$ cat src/sv/sld_pkg.sv
// Shared constants, character codes and inter-module types for the scanner line deframer.
package sld_pkg;

	localparam int LINE_DEPTH = 64;
	localparam int ADDR_W     = $clog2(LINE_DEPTH);
	localparam int MEM_AW     = ADDR_W + 1;
	localparam int MEM_DEPTH  = 2 * LINE_DEPTH;
	localparam int BYTE_W     = 8;
	localparam int LEN_W      = 6;
	localparam int TDATA_W    = 16;
	localparam int PAD_W      = TDATA_W - BYTE_W - LEN_W;

	localparam logic [BYTE_W-1:0] CH_STX    = 8'h02;
	localparam logic [BYTE_W-1:0] CH_ETX    = 8'h03;
	localparam logic [BYTE_W-1:0] CH_TAB    = 8'h09;
	localparam logic [BYTE_W-1:0] CH_LF     = 8'h0A;
	localparam logic [BYTE_W-1:0] CH_CR     = 8'h0D;
	localparam logic [BYTE_W-1:0] CH_DOLLAR = 8'h24;
	localparam logic [BYTE_W-1:0] CH_LOW    = 8'h20;
	localparam logic [BYTE_W-1:0] CH_HIGH   = 8'h7E;

	// One finished line waiting to be drained.
	typedef struct packed {
		logic             bank;
		logic [LEN_W-1:0] len;
	} job_t;

	// Line store write request from the front end.
	typedef struct packed {
		logic              en;
		logic [MEM_AW-1:0] addr;
		logic [BYTE_W-1:0] data;
	} wr_req_t;

	// Back end hands a drained bank back to the front end.
	typedef struct packed {
		logic en;
		logic bank;
	} release_t;

endpackage

$ cat src/sv/sld_front.sv
// Front end: accepts scanner bytes, classifies them, fills the line store, queues lines.
module sld_front (
	input  logic               clk,
	input  logic               arst_n,
	input  logic               s_tvalid,
	output logic               s_tready,
	input  logic [7:0]         s_tdata,    // [7:0] rx_byte
	output sld_pkg::wr_req_t   wr,
	output logic               push,
	output sld_pkg::job_t      push_job,
	input  sld_pkg::release_t  rel
);

	logic                      bank_q;
	logic [1:0]                busy_q;
	logic [1:0]                busy_d;
	logic [sld_pkg::ADDR_W-1:0] fill_q;
	logic [sld_pkg::ADDR_W:0]  next_fill;
	logic                      accept;
	logic                      full;
	logic                      is_restart;
	logic                      is_term;
	logic                      is_print;

	// A bank still being drained cannot take new bytes.
	assign s_tready = !busy_q[bank_q];
	assign accept   = s_tvalid && s_tready;

	always_comb begin
		next_fill  = (sld_pkg::ADDR_W+1)'(fill_q) + (sld_pkg::ADDR_W+1)'(1);
		full       = next_fill == (sld_pkg::ADDR_W+1)'(sld_pkg::LINE_DEPTH);
		is_restart = (s_tdata == sld_pkg::CH_STX) || (s_tdata == sld_pkg::CH_DOLLAR);
		is_term    = (s_tdata == sld_pkg::CH_LF) || (s_tdata == sld_pkg::CH_CR) ||
		             (s_tdata == sld_pkg::CH_TAB) || (s_tdata == sld_pkg::CH_ETX);
		is_print   = (s_tdata >= sld_pkg::CH_LOW) && (s_tdata <= sld_pkg::CH_HIGH);
	end

	// The released bank is never the one being filled, so both updates can land together.
	always_comb begin
		busy_d = busy_q;
		if (rel.en) begin
			busy_d[rel.bank] = 1'b0;
		end
		if (push) begin
			busy_d[bank_q] = 1'b1;
		end
	end

	// Every accepted byte lands at the fill position; bytes that are not kept are
	// simply overwritten by the next one.
	assign wr.en   = accept;
	assign wr.addr = {bank_q, fill_q};
	assign wr.data = s_tdata;

	// A kept line never ends in CR, so LF needs no special handling here.
	assign push          = accept && !full && is_term && (fill_q != '0);
	assign push_job.bank = bank_q;
	assign push_job.len  = sld_pkg::LEN_W'(fill_q);

	always_ff @(posedge clk or negedge arst_n) begin
		if (!arst_n) begin
			bank_q <= 1'b0;
			busy_q <= '0;
			fill_q <= '0;
		end else begin
			busy_q <= busy_d;
			if (push) begin
				bank_q <= !bank_q;
			end
			if (accept) begin
				if (full || is_restart || is_term) begin
					fill_q <= '0;
				end else if (is_print) begin
					fill_q <= next_fill[sld_pkg::ADDR_W-1:0];
				end
			end
		end
	end

	a_release_busy: assert property (@(posedge clk) disable iff (!arst_n)
		rel.en |-> busy_q[rel.bank])
		else $error("release of a bank that is not busy");

endmodule

$ cat src/sv/sld_job_fifo.sv
// Two-entry queue of finished lines between the front end and the back end.
module sld_job_fifo (
	input  logic          clk,
	input  logic          arst_n,
	input  logic          push,
	input  sld_pkg::job_t push_job,
	input  logic          pop,
	output logic          head_valid,
	output sld_pkg::job_t head
);

	sld_pkg::job_t entries_q [2];
	logic          wr_ptr_q;
	logic          rd_ptr_q;
	logic [1:0]    count_q;

	assign head_valid = count_q != 2'd0;
	assign head       = entries_q[rd_ptr_q];

	always_ff @(posedge clk) begin
		if (push) begin
			entries_q[wr_ptr_q] <= push_job;
		end
	end

	always_ff @(posedge clk or negedge arst_n) begin
		if (!arst_n) begin
			wr_ptr_q <= 1'b0;
			rd_ptr_q <= 1'b0;
			count_q  <= 2'd0;
		end else begin
			if (push) begin
				wr_ptr_q <= !wr_ptr_q;
			end
			if (pop) begin
				rd_ptr_q <= !rd_ptr_q;
			end
			if (push && !pop) begin
				count_q <= count_q + 2'd1;
			end else if (pop && !push) begin
				count_q <= count_q - 2'd1;
			end
		end
	end

	a_no_overflow: assert property (@(posedge clk) disable iff (!arst_n)
		push |-> (count_q != 2'd2))
		else $error("line queue overflow");

	a_no_underflow: assert property (@(posedge clk) disable iff (!arst_n)
		pop |-> (count_q != 2'd0))
		else $error("line queue underflow");

endmodule

$ cat src/sv/sld_back.sv
// Back end: holds the two-bank line store and drains finished lines onto the output stream.
module sld_back (
	input  logic                         clk,
	input  logic                         arst_n,
	input  sld_pkg::wr_req_t             wr,
	input  logic                         head_valid,
	input  sld_pkg::job_t                head,
	output logic                         pop,
	output sld_pkg::release_t            rel,
	output logic                         m_tvalid,
	input  logic                         m_tready,
	output logic [sld_pkg::TDATA_W-1:0]  m_tdata,   // [7:0] line_byte, [13:8] line_length
	output logic                         m_tlast    // line_last
);

	typedef enum logic [1:0] {
		ST_IDLE,
		ST_FETCH,
		ST_SHOW
	} state_t;

	logic [sld_pkg::BYTE_W-1:0]  mem_q [sld_pkg::MEM_DEPTH];
	logic [sld_pkg::BYTE_W-1:0]  rdata_q;
	state_t                      state_q;
	logic                        m_tvalid_q;
	logic                        bank_q;
	logic [sld_pkg::LEN_W-1:0]   len_q;
	logic [sld_pkg::ADDR_W-1:0]  idx_q;
	logic [sld_pkg::MEM_AW-1:0]  rd_addr;
	logic                        last;
	logic                        out_done;

	assign rd_addr  = {bank_q, idx_q};
	assign last     = (sld_pkg::LEN_W'(idx_q) + sld_pkg::LEN_W'(1)) == len_q;
	assign out_done = m_tvalid_q && m_tready;

	// The read port keeps reloading the current address, so the shown byte
	// stays put while the receiver stalls.
	always_ff @(posedge clk) begin
		if (wr.en) begin
			mem_q[wr.addr] <= wr.data;
		end
		rdata_q <= mem_q[rd_addr];
	end

	assign pop      = (state_q == ST_IDLE) && head_valid;
	assign rel.en   = out_done && last;
	assign rel.bank = bank_q;

	assign m_tvalid = m_tvalid_q;
	assign m_tlast  = last;
	assign m_tdata  = {{sld_pkg::PAD_W{1'b0}}, len_q, rdata_q};

	always_ff @(posedge clk or negedge arst_n) begin
		if (!arst_n) begin
			state_q    <= ST_IDLE;
			m_tvalid_q <= 1'b0;
			bank_q     <= 1'b0;
			len_q      <= '0;
			idx_q      <= '0;
		end else begin
			unique case (state_q)
				ST_IDLE: begin
					if (head_valid) begin
						bank_q  <= head.bank;
						len_q   <= head.len;
						idx_q   <= '0;
						state_q <= ST_FETCH;
					end
				end
				ST_FETCH: begin
					m_tvalid_q <= 1'b1;
					state_q    <= ST_SHOW;
				end
				ST_SHOW: begin
					if (m_tready) begin
						m_tvalid_q <= 1'b0;
						if (last) begin
							state_q <= ST_IDLE;
						end else begin
							idx_q   <= idx_q + sld_pkg::ADDR_W'(1);
							state_q <= ST_FETCH;
						end
					end
				end
				default: begin
					state_q <= ST_IDLE;
				end
			endcase
		end
	end

	a_fetch_bubble: assert property (@(posedge clk) disable iff (!arst_n)
		(m_tvalid && m_tready && !m_tlast) |=> !m_tvalid)
		else $error("next line byte shown without a read cycle");

endmodule

$ cat src/sv/scanner_line_deframer_top.sv
// Top level of the scanner line deframer: front end, line queue and back end.
//
// Raw scanner bytes enter on the s_ stream, one byte per request. Printable bytes
// (0x20..0x7E) are collected into a line; STX or '$' restarts it, and LF, CR,
// TAB or ETX ends it without being kept. A non-empty line leaves on the m_
// stream one byte per request, each carrying the line length, with tlast on the
// final byte. A line that fills the store to its depth is dropped silently.
// The input takes one byte per cycle while the bank it fills is free. The line
// store has two banks, so one line can be drained while the next one is
// collected; input stalls from the moment a second line finishes until the older
// one has left. Each output byte goes through a store read (ST_FETCH) and a show
// (ST_SHOW), and each line is first popped from the queue in ST_IDLE; when the
// back end is idle, the first byte follows the accepted terminator through the
// queue count register, ST_IDLE and ST_FETCH. Reset clears the fill count, bank
// flags, queue and output valid; store contents need no clearing. A receiver stall
// holds the shown byte and only backs up into the input once both banks are full.
module scanner_line_deframer_top (
	input  logic        clk,
	input  logic        arst_n,
	input  logic        s_tvalid,
	output logic        s_tready,
	input  logic [7:0]  s_tdata,    // [7:0] rx_byte
	output logic        m_tvalid,
	input  logic        m_tready,
	output logic [15:0] m_tdata,    // [7:0] line_byte, [13:8] line_length, [15:14] zero
	output logic        m_tlast     // line_last
);

	sld_pkg::wr_req_t  wr;
	sld_pkg::job_t     push_job;
	sld_pkg::job_t     head;
	sld_pkg::release_t rel;
	logic              push;
	logic              pop;
	logic              head_valid;

	sld_front u_front (
		.clk      (clk),
		.arst_n   (arst_n),
		.s_tvalid (s_tvalid),
		.s_tready (s_tready),
		.s_tdata  (s_tdata),
		.wr       (wr),
		.push     (push),
		.push_job (push_job),
		.rel      (rel)
	);

	sld_job_fifo u_fifo (
		.clk        (clk),
		.arst_n     (arst_n),
		.push       (push),
		.push_job   (push_job),
		.pop        (pop),
		.head_valid (head_valid),
		.head       (head)
	);

	sld_back u_back (
		.clk        (clk),
		.arst_n     (arst_n),
		.wr         (wr),
		.head_valid (head_valid),
		.head       (head),
		.pop        (pop),
		.rel        (rel),
		.m_tvalid   (m_tvalid),
		.m_tready   (m_tready),
		.m_tdata    (m_tdata),
		.m_tlast    (m_tlast)
	);

endmodule

$ cat config.mk
export PLATFORM = sky130hd
export DESIGN_NAME = scanner_line_deframer_top
export DESIGN_NICKNAME = d
export VERILOG_FILES = /design/src/sv/sld_pkg.sv /design/src/sv/sld_front.sv /design/src/sv/sld_job_fifo.sv /design/src/sv/sld_back.sv /design/src/sv/scanner_line_deframer_top.sv
export SDC_FILE = /design/constraint.sdc
export NUM_CORES = 1
export LEC_CHECK = 0
export BUFFER_PORTS_ARGS = -buffer_cell sky130_fd_sc_hd__buf_2
export CORE_MARGIN = 2
export CORE_UTILIZATION = 65
export CTS_CLUSTER_DIAMETER = 150
export CTS_CLUSTER_SIZE = 40
export DETAILED_ROUTE_END_ITERATION = 10
export PLACE_DENSITY_LB_ADDON = 0.3
export SETUP_SLACK_MARGIN = 0.15
export SYNTH_ARGS = -nofsm -noshare
export SYNTH_HDL_FRONTEND = slang
export SYNTH_SLANG_ARGS = --single-unit
$ cat constraint.sdc
create_clock -name clk -period 5.3 [get_ports clk]
set_input_delay 0.795 -clock clk [delete_from_list [all_inputs] [get_ports clk]]
set_output_delay 0.795 -clock clk [all_outputs]
set_load 0.005 [all_outputs]
==> metrics <==
storage element area=about 32000 sq um; crit-path leading delay family=flip-flops; synth top area cells=edfxtp_1, mux4_2, mux2i_1, dfrtp_1, nor2_1; Yosys top cell area share=74.03%; Max IR drop VDD=0.2896 mV; outcome=finished, final reports clean; core outline area=64230 sq um; initial antenna violation count=0; Die Area=66820 sq um; slowest stage cell on the critical path=dfrtp_2; Worst-path clk slew=0.15 ns; # setup viols final=0; commonest non-fill, non-tap cells in the layout=edfxtp_1, mux4_2, mux2i_1; critical path endpoint category=output pin; first-pass GRT wire length=138100 microns; GPL Wtd Cong=0.9799; row cnt=93; R2R cell count=4; Most used DFF post-synth=edfxtp_1; Detailed Place HPWL=58930 microns; Post-CTS Resized=0; crit path max fanout=28; number of global-route vias before repair=20431; Hold WS=roughly 0.16 ns; fin crit period=between 3 and 4 ns; Setup CP Type=reg2out; post-layout util=around two thirds; Psw=0.005051 W; Num CTS Buffers=30; Overflow after GRT=0; Clock Power Share=roughly 20%; post-synthesis sequential area ratio=76.14%; Final nets=2125; CTS H-Tree Depth=1; Avg Cell Area, Syn=19.63 sq um; CP Data Arrival Time=3.08 ns; Initial DRC Count=between 2000 and 3000; largest net degree at the start of global routing=123; Hold Crit Class=in2async; Synth async-reset ratio=2.698%; post-DR wirelength/cell=between 30 and 40 microns; switching fraction of total power=29.22%; worst-path cell chain=nand3_1, xnor2_1, nor3_2, nand4_2, inv_2, buf_2; Slew @ Worst Pin=1.222 ns; Via density=7.006; clock tree buffer depth=3; vias=20941; Max Freq=258.0 MHz; Internal=0.01223 W; Clk Tree Root Cell=clkbuf_16; Gate power share=23.2%; Initial Util=65.55%; commonest non-fill, non-tap cell in the layout=edfxtp_1; P_leak=12.92 nW; TritonRoute pass-1 iters=6; die height=258.5 microns; Distinct cells, synth=54; final WL=94210 microns; TritonCTS clock tree=built; RR Startpoint=u_front.bank_q; Worst-Skew Late Latency=0.67 ns; Antenna Nets Post-Route=0; Top Ports=31; FILL cells=approximately 4000; #FFs+latches synth=1075; Pwr per Cell Area=395.5 nW/um^2; DRC Markers=0; Reg2Reg Capture Point=u_back.mem_q[122][2]; RSZ-0062 raised after global routing=false; gr usage total=28.46%; Critical Path RT=approximately 4.5 ns; sequential share of power=57.1%; CP peak stage delay=1.00 ns; PortBufs=28; post-route setup slack=1.423 ns; fin crit share=around 73%; clock skew=0.02082 ns; Setup TNS=0 ns; Multi-input gate area=between 9000 and 10000 sq um; Area Growth Syn to Fin=3.798%; fin. max-slew vios=0; Max-cap violations=0; Die Width=258.5 microns; Worst R2R Setup Slack=1.72 ns; Synth warnings=0; layout cell share with drive strength beyond 1=14.25%; EDFF count, synth=1038; Yosys top cell by area=edfxtp_1; startpoint class of the critical path=register; Bufs and invs on worst path=2; Post-Syn Instances=2145; # hold bufs at CTS=0; post-CTS setup buffers=0; Post-Syn Area=approximately 42000 sq um; clk sinks=1075; Setup WS pre-CTS=1.912 ns; Final Hold Vio Count=0; max_slew headroom=18.24%
[cell type report]
cell class              count  area share [%]
inverters                   9         0.07730
flip-flops and latches   1075           73.37
multi-input cells         936           21.12
clock buffers              55           1.981
repair buffers             57          0.9792
well taps                 855           2.448
diodes                      1        0.005726
clock inverters             1         0.01718
[state kept, by name, indices dropped and copies added (netlist names), 6 cells and up]
register and flops:
u_back.mem_q 1024, u_fifo.entries_q 14, u_back.rdata_q 8, u_back.idx_q 6
u_back.len_q 6, u_front.fill_q 6
[worst max path at each step]
stage               depth (start not counted)       startpoint                      to
floorplan                                   4       s_tdata[4]  u_fifo.entries_q[0][0]
global placement                            6       s_tdata[1]  u_fifo.entries_q[0][4]
detailed placement                          6       s_tdata[1]  u_fifo.entries_q[0][4]
CTS                                         6  u_back.idx_q[2]                 m_tlast
global route                                6  u_back.idx_q[2]                 m_tlast
finish                                      6  u_back.idx_q[2]                 m_tlast
[worst reg2reg max path, stage by stage, from the launching register on]
cell	delay (ns)
dfrtp_1	0.64
mux2i_1	0.37
and2_1	0.37
nand3_1	0.90
nor2_1	0.95
[logic make-up (layout without fill, tap and decap cells)]
family / after synthesis / after routing / synth area share [%]
other cells: 1 / 3 / 0.008907
mux: 363 / 363 / 14.35
xor+xnor: 20 / 20 / 0.4487
flops: 1075 / 1075 / 76.14
compound gates: 256 / 256 / 3.905
fa+ha+maj: 4 / 4 / 0.1189
simple gates: 291 / 291 / 3.067
buf+inv: 135 / 122 / 1.967
[synthesized netlist by cell type, types with 2 or more instances]
cell type,count
edfxtp_1,1038
o32ai_1,8
nand2b_1,7
o21ai_1,8
buf_2,25
o31ai_1,3
mux2i_1,168
buf_4,17
xor2_1,7
ha_1,4
mux2_2,2
inv_1,8
a22o_1,2
a21oi_1,75
o22ai_1,64
clkbuf_1,58
nor2_1,157
o221ai_1,2
dfrtp_1,29
xnor2_1,12
nor3_2,2
a22oi_1,74
mux4_2,192
or2_2,6
nand4_1,2
buf_8,8
a211oi_1,8
nor3_1,37
or3_1,4
nand2_1,34
dfxtp_1,8
nor2b_1,10
and2_1,3
o21ai_0,8
buf_6,16
nand3_1,21
[per-layer routing]
metal / track usage, % / routed length [microns] / up-vias / part of all wire [%]
met5: 0 / 0 / - / 0
met4: 8.494 / 3200 / 0 / 3.4
met3: 4.881 / 10210 / 169 / 11
met2: 44.87 / 44710 / 1367 / 47
met1: 41.99 / 36100 / 10798 / 38
li1: - / - / 8607 / -
[metrics by stage]
stage / cells / total power [W] / cell area, sq um
after floorplan: 2146 / 0.01265 / 42110
after global placement: 2932 / 0.01391 / 42820
after detailed placement: 2932 / 0.01398 / 42820
after CTS: 2988 / 0.01721 / 43700
after global routing: 2988 / 0.01773 / 43700
final: 2989 / 0.01728 / 43700
[power groups by stage]
stage          clock [W]  sequential, W  combinational [W]
4_1_cts          0.00341        0.00986            0.00394
3_5_place_dp           0         0.0101            0.00393
2_1_floorplan          0        0.00982            0.00283
3_3_place_gp           0         0.0100            0.00387
6_report         0.00341        0.00987            0.00400
5_1_grt          0.00365        0.00989            0.00418
Note: power is estimated with default switching activity, not from simulation.
